--- src/design/mcst_pkg.sv ---
// Package for the multi-channel software timer.
// Holds the field widths, input kind codes, slot modes, controller states and
// the command struct that the controller broadcasts to every timer cell.
package mcst_pkg;

   localparam int KIND_W = 3;
   localparam int SLOT_W = 5;
   localparam int TIME_W = 32;
   localparam int DEFAULT_TIMER_SLOTS = 32;
   localparam logic [TIME_W-1:0] RELOAD_MIN = TIME_W'(1);

   // Input kinds. Codes 6 and 7 are ignored and fall into default arms.
   typedef enum logic [KIND_W-1:0] {
      KIND_CREATE = 3'd0,
      KIND_START  = 3'd1,
      KIND_STOP   = 3'd2,
      KIND_DELETE = 3'd3,
      KIND_QUERY  = 3'd4,
      KIND_TICK   = 3'd5
   } kind_type;

   // Per-slot life cycle.
   typedef enum logic [1:0] {
      MODE_IDLE   = 2'd0,
      MODE_RUN    = 2'd1,
      MODE_UNUSED = 2'd2
   } mode_type;

   // Controller states.
   typedef enum logic [1:0] {
      ST_IDLE  = 2'd0,
      ST_SCAN  = 2'd1,
      ST_FLUSH = 2'd2
   } state_type;

   // Command broadcast from the controller to all cells.
   typedef struct packed {
      logic              apply;        // direct start, stop or delete this cycle
      kind_type          op;
      logic [SLOT_W-1:0] slot;
      logic [TIME_W-1:0] reload;       // already raised to the minimum
      logic [TIME_W-1:0] deadline;     // now plus reload, for start
      logic [TIME_W-1:0] now;
      logic              periodic;     // mode bit for the slot a create claims
      logic              scan_create;  // scan looks for an unused slot
      logic              advance;      // token moves one cell along the chain
      logic              clear;        // drop the token everywhere
   } cell_cmd_type;

   // What one cell reports back to the controller.
   typedef struct packed {
      logic hit;      // the token sits here and this slot is the one wanted
      logic sel_run;  // this slot is addressed and running
   } cell_report_type;

endpackage

--- src/design/mcst_cell.sv ---
// One timer cell of the chain: mode, periodic flag, deadline and reload of
// a single slot, plus the scan token handed on to the next cell. Uses mcst_pkg.
module mcst_cell
   import mcst_pkg::*;
#(
   parameter int CELL_INDEX = 0
) (
   input  logic            clock,
   input  logic            reset,
   input  cell_cmd_type    cmd,
   input  logic            tok_left,
   output logic            tok_out,
   output cell_report_type report
);

   localparam logic              IN_RANGE = CELL_INDEX < (1 << SLOT_W);
   localparam logic [SLOT_W-1:0] CELL_SLOT = SLOT_W'(CELL_INDEX);

   mode_type          mode_ff, mode_in;
   logic              periodic_ff, periodic_in;
   logic [TIME_W-1:0] deadline_ff, deadline_in;
   logic [TIME_W-1:0] reload_ff, reload_in;
   logic              tok_ff, tok_in;
   logic              match;
   logic              due;

   assign match = IN_RANGE && (cmd.slot == CELL_SLOT);
   assign due   = (mode_ff == MODE_RUN) && (cmd.now >= deadline_ff);

   assign tok_out        = tok_ff;
   assign report.hit     = tok_ff && (cmd.scan_create ? (mode_ff == MODE_UNUSED) : due);
   assign report.sel_run = match && (mode_ff == MODE_RUN);

   // Next state: direct commands by address, scan work where the token sits.
   always_comb begin
      mode_in     = mode_ff;
      periodic_in = periodic_ff;
      deadline_in = deadline_ff;
      reload_in   = reload_ff;

      if (cmd.apply && match) begin
         case (cmd.op)
            KIND_START: begin
               if (mode_ff != MODE_UNUSED) begin
                  reload_in   = cmd.reload;
                  deadline_in = cmd.deadline;
                  mode_in     = MODE_RUN;
               end
            end
            KIND_STOP: begin
               if (mode_ff != MODE_UNUSED) begin
                  mode_in = MODE_IDLE;
               end
            end
            KIND_DELETE: begin
               mode_in = MODE_UNUSED;
            end
            default: begin
            end
         endcase
      end

      if (cmd.advance && tok_ff) begin
         if (cmd.scan_create) begin
            if (mode_ff == MODE_UNUSED) begin
               mode_in     = MODE_IDLE;
               periodic_in = cmd.periodic;
            end
         end else if (due) begin
            if (periodic_ff) begin
               deadline_in = deadline_ff + reload_ff;
            end else begin
               mode_in = MODE_IDLE;
            end
         end
      end

      if (cmd.clear) begin
         tok_in = 1'b0;
      end else if (cmd.advance) begin
         tok_in = tok_left;
      end else begin
         tok_in = tok_ff;
      end
   end

   // Control state.
   always_ff @(posedge clock) begin
      if (reset) begin
         mode_ff <= MODE_UNUSED;
         tok_ff  <= 1'b0;
      end else begin
         mode_ff <= mode_in;
         tok_ff  <= tok_in;
      end
   end

   // Slot payload, written before it is ever read.
   always_ff @(posedge clock) begin
      periodic_ff <= periodic_in;
      deadline_ff <= deadline_in;
      reload_ff   <= reload_in;
   end

endmodule

--- config.mk ---
export PLATFORM = sky130hd
export DESIGN_NAME = mcst_cell
export DESIGN_NICKNAME = d
export VERILOG_FILES = /design/src/design/mcst_pkg.sv /design/src/design/mcst_cell.sv
export SDC_FILE = /design/constraint.sdc
export NUM_CORES = 1
export LEC_CHECK = 0
export ABC_AREA = 1
export BUFFER_PORTS_ARGS = -buffer_cell sky130_fd_sc_hd__buf_4
export CORE_MARGIN = 4
export CORE_UTILIZATION = 51
export DETAILED_ROUTE_END_ITERATION = 12
export GPL_TIMING_DRIVEN = 0
export HOLD_SLACK_MARGIN = 0.06
export MAX_ROUTING_LAYER = met4
export PLACE_DENSITY_LB_ADDON = 0.12
export RECOVER_POWER = 25
export SETUP_SLACK_MARGIN = 0.4
export SYNTH_ARGS = -nofsm -noshare
export SYNTH_HDL_FRONTEND = slang
export SYNTH_SLANG_ARGS = --single-unit
export TNS_END_PERCENT = 5
--- constraint.sdc ---
create_clock -name clock -period 1.9 [get_ports clock]
set_clock_uncertainty 0.05 [all_clocks]
set_input_delay 0.095 -clock clock [delete_from_list [all_inputs] [get_ports clock]]
set_output_delay 0.095 -clock clock [all_outputs]
set_load 0.05 [all_outputs]
### Word-level counts from Yosys, hierarchy flattened

Index checks and enable logic that the tools add are counted.

| storage, ports and cells | value |
|---|---|
| register bits | 68 |
| output and inout port bits | 3 |
| word-level logic and storage cells | 39 |

| operators by class | value |
|---|---|
| add/subtract/negate cells | 1 |
| $lt $le $gt $ge | 1 |
| equality and inequality tests | 6 |
| muxes and demuxes | 17 |
| reduce and logical (&&, ||, !) cells | 9 |

Operators by type and width:

| kind | number |
|---|---|
| two-way mux 32 bit | 7 |
| adder 32 bit | 1 |
| >= comparator 32 bit | 1 |
| two-way mux 2 bit | 8 |
| == test 3 x 2 -> 1 bit, second input constant | 2 |
| one-hot mux 2 bit (3 select lines) | 1 |
| AND reduction 3 bit | 2 |
| logical AND 1 bit | 5 |
| zero test 5 bit | 1 |
| == test 3 x 1 -> 1 bit, second input constant | 1 |
| == test 2 x 1 -> 1 bit, second input constant | 1 |
| == test 2 bit, second input constant | 1 |
| != test 2 bit, second input constant | 1 |
| OR reduction 2 bit | 1 |
| two-way mux 1 bit | 1 |

### Depth between registers and ports, before layout

Gate-level depths: netlist of run 1.

| logic depth | value |
|---|---|
| depth after elaboration | 8 |
| gate-level depth with buffers | 16 |

### Worst setup path before layout of run 1

Ideal clock, no wire load.

| timing path | value |
|---|---|
| path type | register to output |
| start point | register deadline_ff[11] |
| end point | output report[1] (netlist name) |
| arrival time | 2.099 ns |
| slack | -0.344 ns |
| stages on the path, launching flop included | 15 |
| path buffers | 0 |
| cell sequence | dfxtp_1 inv_1 ha_1 nand2_1 nor2_1 nand2_1 nor2_1 nand2_1 nand4_1 nand2_1 nand2_2 nand2_1 nand2_1 nand2_1 nor2_1 |

RTL lines:

| element | RTL line | text |
|---|---|---|
| from (decl) | mcst_cell.sv:21 | `logic [TIME_W-1:0] deadline_ff, deadline_in;` |
| from (signal assigned) | mcst_cell.sv:101 | `deadline_ff <= deadline_in;` |
| to (decl) | mcst_cell.sv:13 | `output cell_report_type report` |

==> qor.yml, run 1 <==
cts_sinks: 68
gr-total-overflow: 0
p_comb_frac: 0.139
clock_power_share: 0.361
grt_setup_unrepaired: "yes"
crit_chain: "inv_2 -> ha_4 -> nand2_4 -> nor2_4 -> nand2_1 -> nor2_1 -> nand2_1 -> nand4_1 -> nand2_1 -> nand2_2 -> nand2_2 -> nand2_2 -> nand2_2 -> nor2_4 -> buf_8"
leakagePower_uw: 0.00411
async_flop_share: 0
ys.flop_type: "dfxtp_1"
fin_nets: 1204
hold_path_depth: 5
fin_crit_sh: 1.31
fin_ws_ps: -583
firstDrtPassIters: 5
ys_ff_latch: 68
rows: 37
failed_checks: "negative setup slack"
max_slew.worst_pin.slew_ps: 612
worstSetupPathType: "reg -> out"
synth_top_cell_area_share: 0.179
seqCellArea_um2: 1710
status: "finished with violations"
dp_slack_ps: -530
yosys_warnings: 0
crit_required_ps: 1750
die-area_um2: 12600
grt_pass1_wl_um: 28900
area_delta_synth_final_pct: 41.1
switching_share: 0.234
finalHoldViolCount: 0
start_util: 0.529
cts_max_level: 3
antenna_found_initial: 0
slowest_delay_ps: 340
irDropWorstVdd_mv: 0.469
die_w_um: 112
worstPathArrival_ps: 2340
grt_pass1_vias: 5993
fmax_mhz: 403
synth_top_cell_by_area: "edfxtp_1"
intPower_uw: 2360
core-area_um2: 10500
report.final.slew_viol_count: 0
synth_edf_count: 33
p_switching_uw: 721
synth_commonest_cells: "nand2_1 (239), inv_1 (126), nor2_1 (98)"
cp-start-kind: "register"
grt_max_degree: 42
io_pins: 115
clock-root-buffer: "clkbuf_8"
ys_seq_area_frac: 0.306
clk_pin_slew_worst_paths_ps: 70
ys_top_cells_by_area: "edfxtp_1 (18%), nand2_1 (16%), ha_1 (14%), dfxtp_1 (13%), inv_1 (8.5%)"
finalSetupViolCount: 35
path_common_cell: "nand2_2"
clock_latency_ps: 380
multi_input_area_um2: 3470
clockBufferDepth: 2
max_slew_margin: 0.592
synth_most_common_cell: "nand2_1"
vias: 5966
vias_per_cell: 5.10
drive_gt1_frac: 0.197
holdCritPathClass: "in -> reg"
utilization: 0.746
routed_wirelength_um: 18200
n_antenna_cell: 0
drt.antenna.violating_nets: 0
portBuffers: 114
cp_max_fo: 4
seqPwrFrac: 0.500
r2r_cells: 17
power_density_nw_per_um2: 395
numCtsBuffers: 9
syn_avg_cell_area_um2: 6.74
endpoint_kind: "output port"
critPathSlowestCell: "dfxtp_2"
fin_crit_ps: 2480
yosysUniqueCellTypes: 31
drtIter0Drc: 347
wl_per_cell_um: 15.6
syn_nets: 997
die_h_um: 112
fillers: 847
hpwl_um: 12800
syn_inst: 821
cts_tree: "yes"
p_total_uw: 3080
grt_use_total: 0.297
cap_violations: 0
drc: 0
syn-cell-area_um2: 5530
gp_congestion: 0.964
[what timing repair did]
| action | 4_1_cts | 5_1_grt |
|---|---|---|
| gates cloned | 2 | 0 |
| setup endpoints to repair | 67 | 67 |
| resized for setup | 42 | 18 |
| hold endpoints to repair | 67 | 0 |
| hold buffers | 67 | 0 |
| setup buffers | 8 | 5 |
| pin swaps | 10 | 16 |
[critical path, delay by kind of cell, from the launching register on]
family,cells,cell delay [ps]
buf+inv,2,210
simple gates,12,1120
flops,1,340
fa+ha+maj,1,280
[kinds of logic after synthesis]
logic type,after synthesis,share of synthesized area
AND/OR/NAND/NOR,401,0.294
buffers and inverters,139,0.0984
AO/OA/AOI/OAI,127,0.121
flip-flops,68,0.306
adder cells (fa/ha/maj),64,0.146
XOR/XNOR,21,0.0332
multiplexers,1,0.00181
[routing by layer]
metal	track usage	share of wire	vias up
met5	-	0	-
li1	-	-	3070
met1	0.359	0.43	2662
met2	0.501	0.49	200
met3	0.0604	0.062	34
met4	0.0921	0.021	0
[per-stage QoR]
step | instance area [um^2] | setup TNS (ps) | hold slack, ps | instances
2_1_floorplan | 5550 | -18.2 | 122 | 821
3_3_place_gp | 6580 | -25400 | 208 | 1071
3_5_place_dp | 6580 | -28180 | 214 | 1071
4_1_cts | 7700 | -13150 | 65.3 | 1164
5_1_grt | 7810 | -20180 | 135 | 1169
6_report | 7810 | -16140 | 104 | 1169
[state kept, by name, indices dropped and copies added (netlist names)]
register     flops
periodic_ff      1
tok_out          1
mode_ff          2
deadline_ff     32
reload_ff       32
[area by class of cell]
type | count | share of cell area
buffer | 12 | 0.0139
clock buffer | 14 | 0.0208
clock inverter | 2 | 0.00128
inverter | 127 | 0.0614
multi-input combinational | 614 | 0.445
sequential | 68 | 0.218
tap | 136 | 0.0218
timing repair buffer | 196 | 0.218
[power groups by stage]
stage / Clock (uW) / Combinational, uW / Sequential (uW)
global route: 1190 / 468 / 1540
finish: 1110 / 429 / 1540
global placement: 0 / 280 / 1570
floorplan: 0 / 81.6 / 1580
CTS: 1120 / 409 / 1540
detailed placement: 0 / 285 / 1570
[path summary, 6_finish.rpt]
| kind | endpoint | from | slack [ps] |
|---|---|---|---|
| max | report[1] | deadline_ff[15] | -580 |
| min | mode_ff[1] | cmd[106] | 100 |
| min reg2reg | deadline_ff[18] | deadline_ff[18] | 570 |
| max reg2reg | deadline_ff[29] | deadline_ff[15] | -540 |
[cell usage in the layout (no fill, tap or decap), types with 24 or more instances in the layout]
cell / Yosys / layout
inv_1: 126 / 123
nand3_1: 31 / 30
a21oi_1: 58 / 56
edfxtp_1: 33 / 33
o21ai_0: 33 / 33
dfxtp_1: 35 / 24
ha_1: 63 / 56
buf_4: 1 / 110
nor2_1: 98 / 92
dlygate4sd3_1: 0 / 67
nand2_1: 239 / 227
Power figures use the tool's default switching activity.
==> run 2, diff against run 1 <==
GPL_TIMING_DRIVEN = 1   (was 0)
==> run 2 against run 1 <==
  * The flow still finishes with violations (negative setup slack)
  * Non-clock buffer count grew 58
  * Worst setup slack lost 4.3 ps
  * Die area is the same
  * Utilization grew 5.8 points
  * Final area grew 7.7%
  * Combinational power grew 13%
  * Critical path depth is the same
  * Sequential share of layout area shrank 1.5 points
  * Clock-buffer cell count shrank 2
  * Hold slack gained 4.7 ps
  * Total power grew 7.9%
  * Largest cell class unchanged
==> qor.yml, run 2 (synthesis gave the netlist of run 1 again) <==
status: "finished with violations"
failed_checks: "negative setup slack"
die_h_um: 112  # unchanged
r2r_cells: 18  # +1
p_comb_frac: 0.145  # +0.006
fin_nets: 1262  # +4.8%
antenna_found_initial: 0  # unchanged
p_switching_uw: 811  # +13%
cts_max_level: 3  # unchanged
crit_required_ps: 1750  # about the same
reg2reg_from: "deadline_ff[11]"
report.final.slew_viol_count: 0  # unchanged
holdCritPathClass: "in -> reg"
gr-total-overflow: 0  # unchanged
clockBufferDepth: 2  # unchanged
clock_latency_ps: 380  # about the same
finalSetupViolCount: 35  # unchanged
grt_pass1_wl_um: 31900  # +10%
drt.antenna.violating_nets: 0  # unchanged
wl_per_cell_um: 17.3  # +11%
leakagePower_uw: 0.00435  # +5.7%
seqPwrFrac: 0.463  # -0.037
drc: 0  # unchanged
switching_share: 0.244  # +0.00994
gp_congestion: 0.912  # -5.4%
grt_max_degree: 46  # +9.5%
rows: 37  # unchanged
p_total_uw: 3330  # +7.9%
clock-root-buffer: "clkbuf_8"
vias_per_cell: 5.53  # +8.3%
routed_wirelength_um: 21300  # +17%
instances_no_fill: 1227  # +5.0%
core-area_um2: 10500  # unchanged
grt_pass1_vias: 6777  # +13%
timing.reg2reg.setup_slack_ps: -580  # -40 ps
start_util: 0.529  # unchanged
die_w_um: 112  # unchanged
endpoint_kind: "output port"
mostFrequentLayoutCells: "nand2_1 (219), buf_4 (177), inv_1 (115)"
fin_crit_ps: 2490  # +4.26 ps
cp_max_fo: 3  # -1
fin_crit_sh: 1.31  # +0.00224
rr_endpoint: "mode_ff[1]"
final_common_cell: "nand2_1"
firstDrtPassIters: 7  # +2
cts_tree: "yes"
power_density_nw_per_um2: 396  # +0.19%
drive_gt1_frac: 0.280  # +0.0830
clock_power_share: 0.392  # +0.031
clk_pin_slew_worst_paths_ps: 80  # about the same
reg_top3: "deadline_ff: 32 flops, reload_ff: 32 flops, mode_ff: 2 flops"
vias: 6782  # +14%
io_pins: 115  # unchanged
n_antenna_cell: 0  # unchanged
area_delta_synth_final_pct: 52.0
intPower_uw: 2520  # +6.5%
grt_setup_unrepaired: "yes"
hp-start: "cmd[51]"
die-area_um2: 12600  # unchanged
critical_path.startpoint: "deadline_ff[14]"
worstPathArrival_ps: 2340  # about the same
drtIter0Drc: 637  # +84%
placedCellCount: 1136  # +6.1%
fin_ws_ps: -587  # -4.26 ps
worstSetupPathType: "reg -> out"
portBuffers: 114  # unchanged
irDropWorstVdd_mv: 0.430  # -8.3%
fillers: 654  # -23%
grt_use_total: 0.325  # +0.0275
whs_ps: 108  # +4.67 ps
fmax_mhz: 402  # -0.17%
cts_sinks: 68  # unchanged
numCtsBuffers: 9  # unchanged
finalHoldViolCount: 0  # unchanged
max_slew.worst_pin.slew_ps: 472  # -140 ps
hpwl_um: 13300  # +4.6%
cap_violations: 0  # unchanged
cp-start-kind: "register"
hold_path_depth: 5  # unchanged
hold_end: "deadline_ff[15]"
max_slew_margin: 0.682  # +0.0898
run 2: cell count changes in the layout (fill, tap and decap cells not counted), sizes merged:
cell | before | now
dlygate4sd3 | 67 | 66
bufinv | 0 | 1
clkbuf | 33 | 29
buf | 120 | 183
bufbuf | 2 | 0
clkinvlp | 0 | 1
run 2: layout make-up:
class | instances | area [um^2] | share of cell area
tap | 136 | 170 | 0.0202
sequential | 68 | 1710 | 0.204
clock buffer | 12 | 155 | 0.0184
multi-input combinational | 614 | 3630 | 0.431
inverter | 127 | 479 | 0.0570
clock inverter | 4 | 47.5 | 0.00565
timing repair buffer | 266 | 2220 | 0.264
run 2: how the worst max path moves through the flow:
stage / depth (start not counted) / slack (ps) / to
global route: 15 / -700 / report[1]
CTS: 15 / -520 / report[1]
finish: 15 / -590 / report[1]
floorplan: 15 / -20 / deadline_ff[28]
detailed placement: 14 / -370 / deadline_ff[14]
global placement: 15 / -230 / report[1]
run 2: worst max-delay path, stage by stage, from the launching register on:
cell     delay [ps]
dfxtp_2         350
inv_2            60
ha_4            270
nand2_4          60
nor2_4          140
nand2_1          90
nor2_1          110
nand2_1          60
nand4_1         180
nand2_1         100
nand2_2          90
nand2_2          60
nand2_2          80
nand2_2          60
nor2_4           90
buf_8           150
run 2: timing repair:
action / 4_1_cts / 5_1_grt
endpoints found under the setup margin: 35 / 65
pin swaps: 9 / 8
gates resized for setup: 42 / 47
buffers inserted: 6 / 3
hold buffers: 66 / 0
hold endpoints to repair: 66 / 0
run 2: stage by stage:
stage                      util  setup slack [ps]  cell area (um^2)  TNS [ps]
after floorplan               -             -16.6              5550     -18.2
after global placement    0.682              -228              7140     -6300
after detailed placement  0.682              -367              7140    -10630
after CTS                 0.785              -519              8220     -8810
after global routing      0.804              -700              8410    -19480
final                     0.804              -587              8410    -16160
run 2: power by group through the flow:
stage          clock [uW]  sequential (uW)  combinational [uW]
6_report             1300             1540                 483
3_3_place_gp            0             1570                 289
5_1_grt              1370             1540                 514
2_1_floorplan           0             1580                81.6
3_5_place_dp            0             1570                 302
4_1_cts              1310             1540                 437
run 2: per-layer routing:
metal  share of wire  GRT usage  vias up  wire length, um
met4           0.062      0.163        0             1320
met2            0.49      0.570      422            10400
li1                -          -     3171                -
met5               0          -        -                0
met3           0.074     0.0647      122             1570
met1            0.37      0.347     3067             7960
